$ cat config.mk
export PLATFORM = sky130hd
export DESIGN_NAME = gcd_lcm_unit
export DESIGN_NICKNAME = d
export VERILOG_FILES = /design/src/sv/gcd_pkg.sv /design/src/sv/gcd_lcm_unit.sv
export SDC_FILE = /design/constraint.sdc
export NUM_CORES = 1
export LEC_CHECK = 0
export BUFFER_PORTS_ARGS = -buffer_cell sky130_fd_sc_hd__buf_2
export CORE_MARGIN = 2
export CORE_UTILIZATION = 48
export DETAILED_ROUTE_END_ITERATION = 10
export HOLD_SLACK_MARGIN = 0.06
export PLACE_DENSITY = 0.68
export SLEW_MARGIN = 20
export SYNTH_ARGS = -nofsm -noshare
export SYNTH_HDL_FRONTEND = slang
export SYNTH_SLANG_ARGS = --single-unit
export TNS_END_PERCENT = 10
$ cat constraint.sdc
create_clock -name clk -period 4 [get_ports clk]
set_input_delay 0.8 -clock clk [delete_from_list [all_inputs] [get_ports clk]]
set_output_delay 0.8 -clock clk [all_outputs]
set_load 0.01 [all_outputs]
$ cat src/sv/gcd_pkg.sv
// Package for the GCD/LCM unit: microcode word layout, opcodes, jump conditions
// and the control store contents. No dependencies.
`timescale 1ns / 1ps
`default_nettype none

package gcd_pkg;

	localparam int OPERAND_BITS_DEF = 16;
	localparam int FIELD_BITS       = 16;
	localparam int MULTIPLE_BITS    = 32;
	localparam int PC_BITS          = 4;

	typedef enum logic [3:0] {
		OP_NOP,
		OP_HALVE_XY,
		OP_HALVE_X,
		OP_HALVE_Y,
		OP_SUB,
		OP_GCD,
		OP_DIV,
		OP_MULSET,
		OP_MUL,
		OP_DONE,
		OP_ERR
	} op_t;

	typedef enum logic [2:0] {
		COND_NEVER,
		COND_ALWAYS,
		COND_ZERO,
		COND_BOTH_EVEN,
		COND_X_EVEN,
		COND_Y_EVEN,
		COND_DIFF_NZ,
		COND_MORE
	} cond_t;

	typedef struct packed {
		op_t                  op;
		cond_t                cond;
		logic [PC_BITS-1:0]   target;
	} ucode_t;

	localparam logic [PC_BITS-1:0] STEP_CHECK  = 4'd0;
	localparam logic [PC_BITS-1:0] STEP_STRIP2 = 4'd1;
	localparam logic [PC_BITS-1:0] STEP_STRIPX = 4'd2;
	localparam logic [PC_BITS-1:0] STEP_STRIPY = 4'd3;
	localparam logic [PC_BITS-1:0] STEP_SUB    = 4'd4;
	localparam logic [PC_BITS-1:0] STEP_GCD    = 4'd5;
	localparam logic [PC_BITS-1:0] STEP_DIV    = 4'd6;
	localparam logic [PC_BITS-1:0] STEP_MULSET = 4'd7;
	localparam logic [PC_BITS-1:0] STEP_MUL    = 4'd8;
	localparam logic [PC_BITS-1:0] STEP_DONE   = 4'd9;
	localparam logic [PC_BITS-1:0] STEP_ERR    = 4'd10;

	// Control store. A step jumps to target when its condition holds, else falls through.
	function automatic ucode_t ucode_rom(input logic [PC_BITS-1:0] pc);
		ucode_t w;
		case (pc)
			STEP_CHECK:  w = '{OP_NOP,      COND_ZERO,      STEP_ERR};
			STEP_STRIP2: w = '{OP_HALVE_XY, COND_BOTH_EVEN, STEP_STRIP2};
			STEP_STRIPX: w = '{OP_HALVE_X,  COND_X_EVEN,    STEP_STRIPX};
			STEP_STRIPY: w = '{OP_HALVE_Y,  COND_Y_EVEN,    STEP_STRIPY};
			STEP_SUB:    w = '{OP_SUB,      COND_DIFF_NZ,   STEP_STRIPY};
			STEP_GCD:    w = '{OP_GCD,      COND_NEVER,     STEP_CHECK};
			STEP_DIV:    w = '{OP_DIV,      COND_MORE,      STEP_DIV};
			STEP_MULSET: w = '{OP_MULSET,   COND_NEVER,     STEP_CHECK};
			STEP_MUL:    w = '{OP_MUL,      COND_MORE,      STEP_MUL};
			STEP_DONE:   w = '{OP_DONE,     COND_NEVER,     STEP_CHECK};
			STEP_ERR:    w = '{OP_ERR,      COND_NEVER,     STEP_CHECK};
			default:     w = '{OP_ERR,      COND_NEVER,     STEP_CHECK};
		endcase
		return w;
	endfunction

endpackage

`default_nettype wire

$ cat src/sv/gcd_lcm_unit.sv
// GCD / LCM unit: a microcoded sequencer over a small shift/subtract datapath.
// Depends on gcd_pkg (control store, opcodes, conditions).
//
// A request is taken when start is high and busy is low; operand bits above
// W = min(OPERAND_BITS, 16) are dropped. The divisor comes from binary GCD
// (halve / subtract steps), the multiple from (a / gcd) * b using a W-step
// restoring divider and a W-step shift-add multiplier, all run by one step
// of the control store per clock. A request with a zero operand returns
// zeros with bad_operand set. Otherwise the number of binary GCD steps
// depends on the operands. busy stays high until the result is issued.
// The result is shown for exactly one cycle with done high; the receiver
// cannot stall it, so it must capture it in that cycle. A new request may
// be taken in the same cycle that done is high.
`timescale 1ns / 1ps
`default_nettype none

module gcd_lcm_unit #(
	parameter int OPERAND_BITS = gcd_pkg::OPERAND_BITS_DEF
) (
	input  wire logic                             clk,
	input  wire logic                             arst_n,
	input  wire logic                             start,
	output      logic                             busy,
	input  wire logic [gcd_pkg::FIELD_BITS-1:0]    operand_a,
	input  wire logic [gcd_pkg::FIELD_BITS-1:0]    operand_b,
	output      logic                             done,
	output      logic [gcd_pkg::FIELD_BITS-1:0]    divisor,
	output      logic [gcd_pkg::MULTIPLE_BITS-1:0] multiple,
	output      logic                             bad_operand
);

	localparam int W  = (OPERAND_BITS < gcd_pkg::FIELD_BITS) ? OPERAND_BITS
	                                                          : gcd_pkg::FIELD_BITS;
	localparam int KW = $clog2(W + 1);
	localparam int CW = $clog2(W + 1);
	localparam logic [CW-1:0] CNT_LOAD = CW'(W);
	localparam logic [CW-1:0] CNT_ONE  = CW'(1);

	logic                          run_q;
	logic [gcd_pkg::PC_BITS-1:0]   pc_q;
	logic                          done_q;

	logic [W-1:0]   x_q, y_q, a_q, b_q, g_q, quo_q, rem_q;
	logic [KW-1:0]  k_q;
	logic [CW-1:0]  cnt_q;
	logic [2*W-1:0] prod_q;

	logic [gcd_pkg::FIELD_BITS-1:0]    divisor_q;
	logic [gcd_pkg::MULTIPLE_BITS-1:0] multiple_q;
	logic                              bad_q;

	gcd_pkg::ucode_t uw;
	logic            accept;
	logic            take;
	logic [W-1:0]    diff;
	logic            x_gt_y;
	logic [W:0]      rem_try;
	logic [W:0]      rem_sub;
	logic [W:0]      mul_sum;

	assign accept = start && !run_q;
	assign uw     = gcd_pkg::ucode_rom(pc_q);

	assign x_gt_y  = x_q > y_q;
	assign diff    = x_gt_y ? (x_q - y_q) : (y_q - x_q);
	assign rem_try = {rem_q, quo_q[W-1]};
	assign rem_sub = rem_try - {1'b0, g_q};
	assign mul_sum = {1'b0, prod_q[2*W-1:W]} + (prod_q[0] ? {1'b0, b_q} : '0);

	always_comb begin
		case (uw.cond)
			gcd_pkg::COND_NEVER:     take = 1'b0;
			gcd_pkg::COND_ALWAYS:    take = 1'b1;
			gcd_pkg::COND_ZERO:      take = (x_q == '0) || (y_q == '0);
			gcd_pkg::COND_BOTH_EVEN: take = !x_q[0] && !y_q[0];
			gcd_pkg::COND_X_EVEN:    take = !x_q[0];
			gcd_pkg::COND_Y_EVEN:    take = !y_q[0];
			gcd_pkg::COND_DIFF_NZ:   take = x_q != y_q;
			gcd_pkg::COND_MORE:      take = cnt_q != CNT_ONE;
			default:                 take = 1'b0;
		endcase
	end

	// sequencer control
	always_ff @(posedge clk or negedge arst_n) begin
		if (!arst_n) begin
			run_q  <= 1'b0;
			pc_q   <= gcd_pkg::STEP_CHECK;
			done_q <= 1'b0;
		end else begin
			done_q <= run_q && (uw.op == gcd_pkg::OP_DONE || uw.op == gcd_pkg::OP_ERR);
			if (accept) begin
				run_q <= 1'b1;
				pc_q  <= gcd_pkg::STEP_CHECK;
			end else if (run_q) begin
				if (uw.op == gcd_pkg::OP_DONE || uw.op == gcd_pkg::OP_ERR) begin
					run_q <= 1'b0;
				end
				pc_q <= take ? uw.target : pc_q + 1'b1;
			end
		end
	end

	// datapath
	always_ff @(posedge clk) begin
		if (accept) begin
			x_q <= operand_a[W-1:0];
			y_q <= operand_b[W-1:0];
			a_q <= operand_a[W-1:0];
			b_q <= operand_b[W-1:0];
			k_q <= '0;
		end else if (run_q) begin
			case (uw.op)
				gcd_pkg::OP_HALVE_XY: begin
					if (take) begin
						x_q <= x_q >> 1;
						y_q <= y_q >> 1;
						k_q <= k_q + 1'b1;
					end
				end
				gcd_pkg::OP_HALVE_X: begin
					if (take)
						x_q <= x_q >> 1;
				end
				gcd_pkg::OP_HALVE_Y: begin
					if (take)
						y_q <= y_q >> 1;
				end
				gcd_pkg::OP_SUB: begin
					// both odd here: keep the smaller, replace the other by the even difference
					x_q <= x_gt_y ? y_q : x_q;
					y_q <= diff;
				end
				gcd_pkg::OP_GCD: begin
					g_q   <= x_q << k_q;
					rem_q <= '0;
					quo_q <= a_q;
					cnt_q <= CNT_LOAD;
				end
				gcd_pkg::OP_DIV: begin
					if (!rem_sub[W]) begin
						rem_q <= rem_sub[W-1:0];
						quo_q <= {quo_q[W-2:0], 1'b1};
					end else begin
						rem_q <= rem_try[W-1:0];
						quo_q <= {quo_q[W-2:0], 1'b0};
					end
					cnt_q <= cnt_q - 1'b1;
				end
				gcd_pkg::OP_MULSET: begin
					prod_q <= {{W{1'b0}}, quo_q};
					cnt_q  <= CNT_LOAD;
				end
				gcd_pkg::OP_MUL: begin
					prod_q <= {mul_sum, prod_q[W-1:1]};
					cnt_q  <= cnt_q - 1'b1;
				end
				gcd_pkg::OP_DONE: begin
					divisor_q  <= gcd_pkg::FIELD_BITS'(g_q);
					multiple_q <= gcd_pkg::MULTIPLE_BITS'(prod_q);
					bad_q      <= 1'b0;
				end
				gcd_pkg::OP_ERR: begin
					divisor_q  <= '0;
					multiple_q <= '0;
					bad_q      <= 1'b1;
				end
				default: begin
				end
			endcase
		end
	end

	assign busy        = run_q;
	assign done        = done_q;
	assign divisor     = divisor_q;
	assign multiple    = multiple_q;
	assign bad_operand = bad_q;

endmodule

`default_nettype wire

==> run metrics <==
leakage 5.81 nW; placed cell area 13400 um2; Setup WS pre-CTS 0.385 ns; Final Hold Vio Count 0; Top Ports 86; YS warnings 0; drt wl/cell 18.8 um; Data arrival, critical path 3.93 ns; CTS tree done; vias in the first global route 8891; Worst Max-Slew Pin Slew 0.958 ns; detailed placement HPWL 22400 um; sum of negative setup slack 0 ns; worst hold path class input pin to async pin; Synth cell types 69; Power Dens Cells 855 nW/um2; Startpoint Class flip-flop; Clock Latency Late Sink 0.53 ns; area delta synth->final 13.0%; CTS resizes 0; initial antenna violation count 1; worst-path maximum fanout 13; Setup Skew 0.0145 ns; Via Count 9344; cell internal pwr 0.00705 W; Worst VDD drop 0.531 mV; initial core utilization 48.4%; Mapped Avg Cell Area 10.3 um2; first-pass GRT wire length 48700 um; Achievable Freq 271 MHz; antenna-violating nets left 0; CP Class flip-flop to flip-flop; cell area after layout 14100 um2; Fill cells 2280; switching power of the nets 0.00502 W; MaxCap Viol Count 0; worst path cell trace inv_1, ha_1, nand2_1, nor2_1, and3_1, or2_2, o21a_1, mux2_2, a221oi_2, mux2i_1, o311ai_1; clock share of power 17.8%; layout cells sized above 1 14.0%; Longest Clk Path Bufs 3; DIE WIDTH 165 um; most frequent cell after synthesis edfxtp_1; Synth Net Count 1330; PortBufs 85; area of the multi-input gates 5790 um2; switch share 41.6%; Yosys top cell by area edfxtp_1; Syn Inst Count 1218; worst setup margin 0.305 ns; logic gate share of total power 50.7%; relative slew slack 36.0%; max-slew violation count 0; hold_buf cts 0; #FFs+latches synth 209; Final setup viols 0; Yosys top cell area share 47.6%; Worst Setup End Kind flip-flop; status finished, final reports clean; vias per inst 5.66; number of enable flip-flop cells after synthesis 198; RSZ-0062 raised after global routing no; sequential share of power 31.5%; register area share after synthesis 49.6%; global placer's final weighted congestion 0.916; Netlist Area Pre-Place 12500 um2; commonest cells in the netlist edfxtp_1, nand2_1, nor2_1, ha_1, inv_1; Final period util 92.4%; # H-tree levels 1; Core Area 25800 um2; Post-CTS Setup Bufs 0; # DRC 0; GRT Util Overall 22.9%; Area contributors post-synth edfxtp_1, ha_1, nand2_1; First-pass DRT Iterations 6; clk sink count 209; sequential cell area 6200 um2; cell row count 59; Die ar. 27300 um2; ys async rst share 2.87%; GRT overflow 0; main flop type after synthesis edfxtp_1; # nets final 1414; DRT iter0 DRCs 976; largest net degree at the start of global routing 53; Clock Pin Slew Worst Setup and Hold Paths 0.06 ns; worst endpoint required time 4.23 ns; WL final 31100 um; Clock Tree Root clkbuf_16; die height 165 um; Max stage delay on crit path 0.56 ns; slowest CP cell edfxtp_1; WHS 0.101 ns; minimum clock period 3.69 ns; fin cells 1651; number of CTS-inserted buffers 24; placed cells 1611
-- final timing paths --
path	startpoint	endpoint	slack, ns	depth (start not counted)
worst max-delay path	x_q[7]	y_q[3]	0.31	11
worst min-delay path	arst_n	busy	0.10	1
worst max register to register	x_q[7]	y_q[3]	0.31	11
worst min register to register	a_q[13]	quo_q[13]	0.51	2
max in group asynchronous	arst_n	done	3.75	1
min in group clk	operand_b[3]	b_q[3]	0.47	1
-- state kept, by name, indices dropped and copies added (netlist names) --
register / count
a_q: 16
b_q: 16
bad_operand: 1
busy: 1
cnt_q: 5
divisor: 16
done: 1
g_q: 16
k_q: 5
multiple: 32
pc_q: 4
prod_q: 32
quo_q: 16
rem_q: 16
x_q: 16
y_q: 16
-- stage by stage --
step / util (%) / total power (W)
after CTS: 54.6 / 0.0120
after floorplan: - / 0.00820
after global placement: 51.7 / 0.00983
after detailed placement: 51.7 / 0.00986
after global routing: 54.6 / 0.0129
final: 54.6 / 0.0121
-- critical path: cells and delay by family (launching register included) --
| kind | cells | cell delay [ns] |
|---|---|---|
| simple gates | 4 | 0.84 |
| compound gates | 3 | 0.83 |
| mux | 2 | 0.63 |
| buf+inv | 1 | 0.08 |
| fa+ha+maj | 1 | 0.45 |
| flops | 1 | 0.56 |
-- kinds of logic (layout without fill, tap and decap cells) --
kind of cell	count (synthesis)	in the layout	synth area share [%]
and+or+nand+nor	472	472	17.2
DFF	209	209	49.6
buffers and inverters	129	226	4.35
other	0	1	0
xor gates and xnor gates	42	42	3.09
adders and majority gates	77	77	7.95
AOI/OAI and AO/OA	231	231	12.5
muxes	58	58	5.39
-- final cells by class --
type                    count  share of cell area (%)
well taps                 335                    2.97
clock buffers              30                    4.56
multi-input cells         880                    41.0
repair buffers            119                    5.00
inverters                  68                    1.81
clock inverters             9                   0.736
diodes                      1                  0.0177
flip-flops and latches    209                    43.9
-- routing by layer --
layer | vias up | GRT usage, % | share of wire [%]
li1 | 4518 | - | -
met1 | 4487 | 33.3 | 47
met2 | 280 | 35.3 | 44
met3 | 59 | 3.32 | 5.7
met4 | 0 | 7.37 | 3.2
met5 | - | 0 | 0
-- cell usage in the layout, fill, tap and decap left out, drive strengths merged, types with 5 or more instances in the layout --
cell type	synthesis	routed
edfxtp	198	198
nand2	185	185
nor2	130	130
buf	17	119
ha	73	73
inv	68	70
and2	56	56
a21oi	54	54
o21ai	53	53
mux2i	47	47
clkbuf	44	30
xnor2	27	27
nor3	25	25
a31oi	23	23
a21o	23	23
a211oi	17	17
xor2	15	15
nor4	12	12
nor2b	11	11
nand4	11	11
nand3	9	9
or3	9	9
o21bai	8	8
and3	7	7
o21a	7	7
mux4	7	7
nand2b	6	6
dfrtp	6	6
o41ai	6	6
o22ai	5	5
dfxtp	5	5
o311ai	5	5
clkinv	0	5
-- power groups by stage --
stage | registers [W] | clock network (W) | logic (W)
after detailed placement | 0.00384 | 0 | 0.00603
after CTS | 0.00380 | 0.00217 | 0.00608
after floorplan | 0.00380 | 0 | 0.00440
after global routing | 0.00388 | 0.00226 | 0.00674
final | 0.00380 | 0.00214 | 0.00612
after global placement | 0.00381 | 0 | 0.00603
Power figures use the tool's default switching activity.
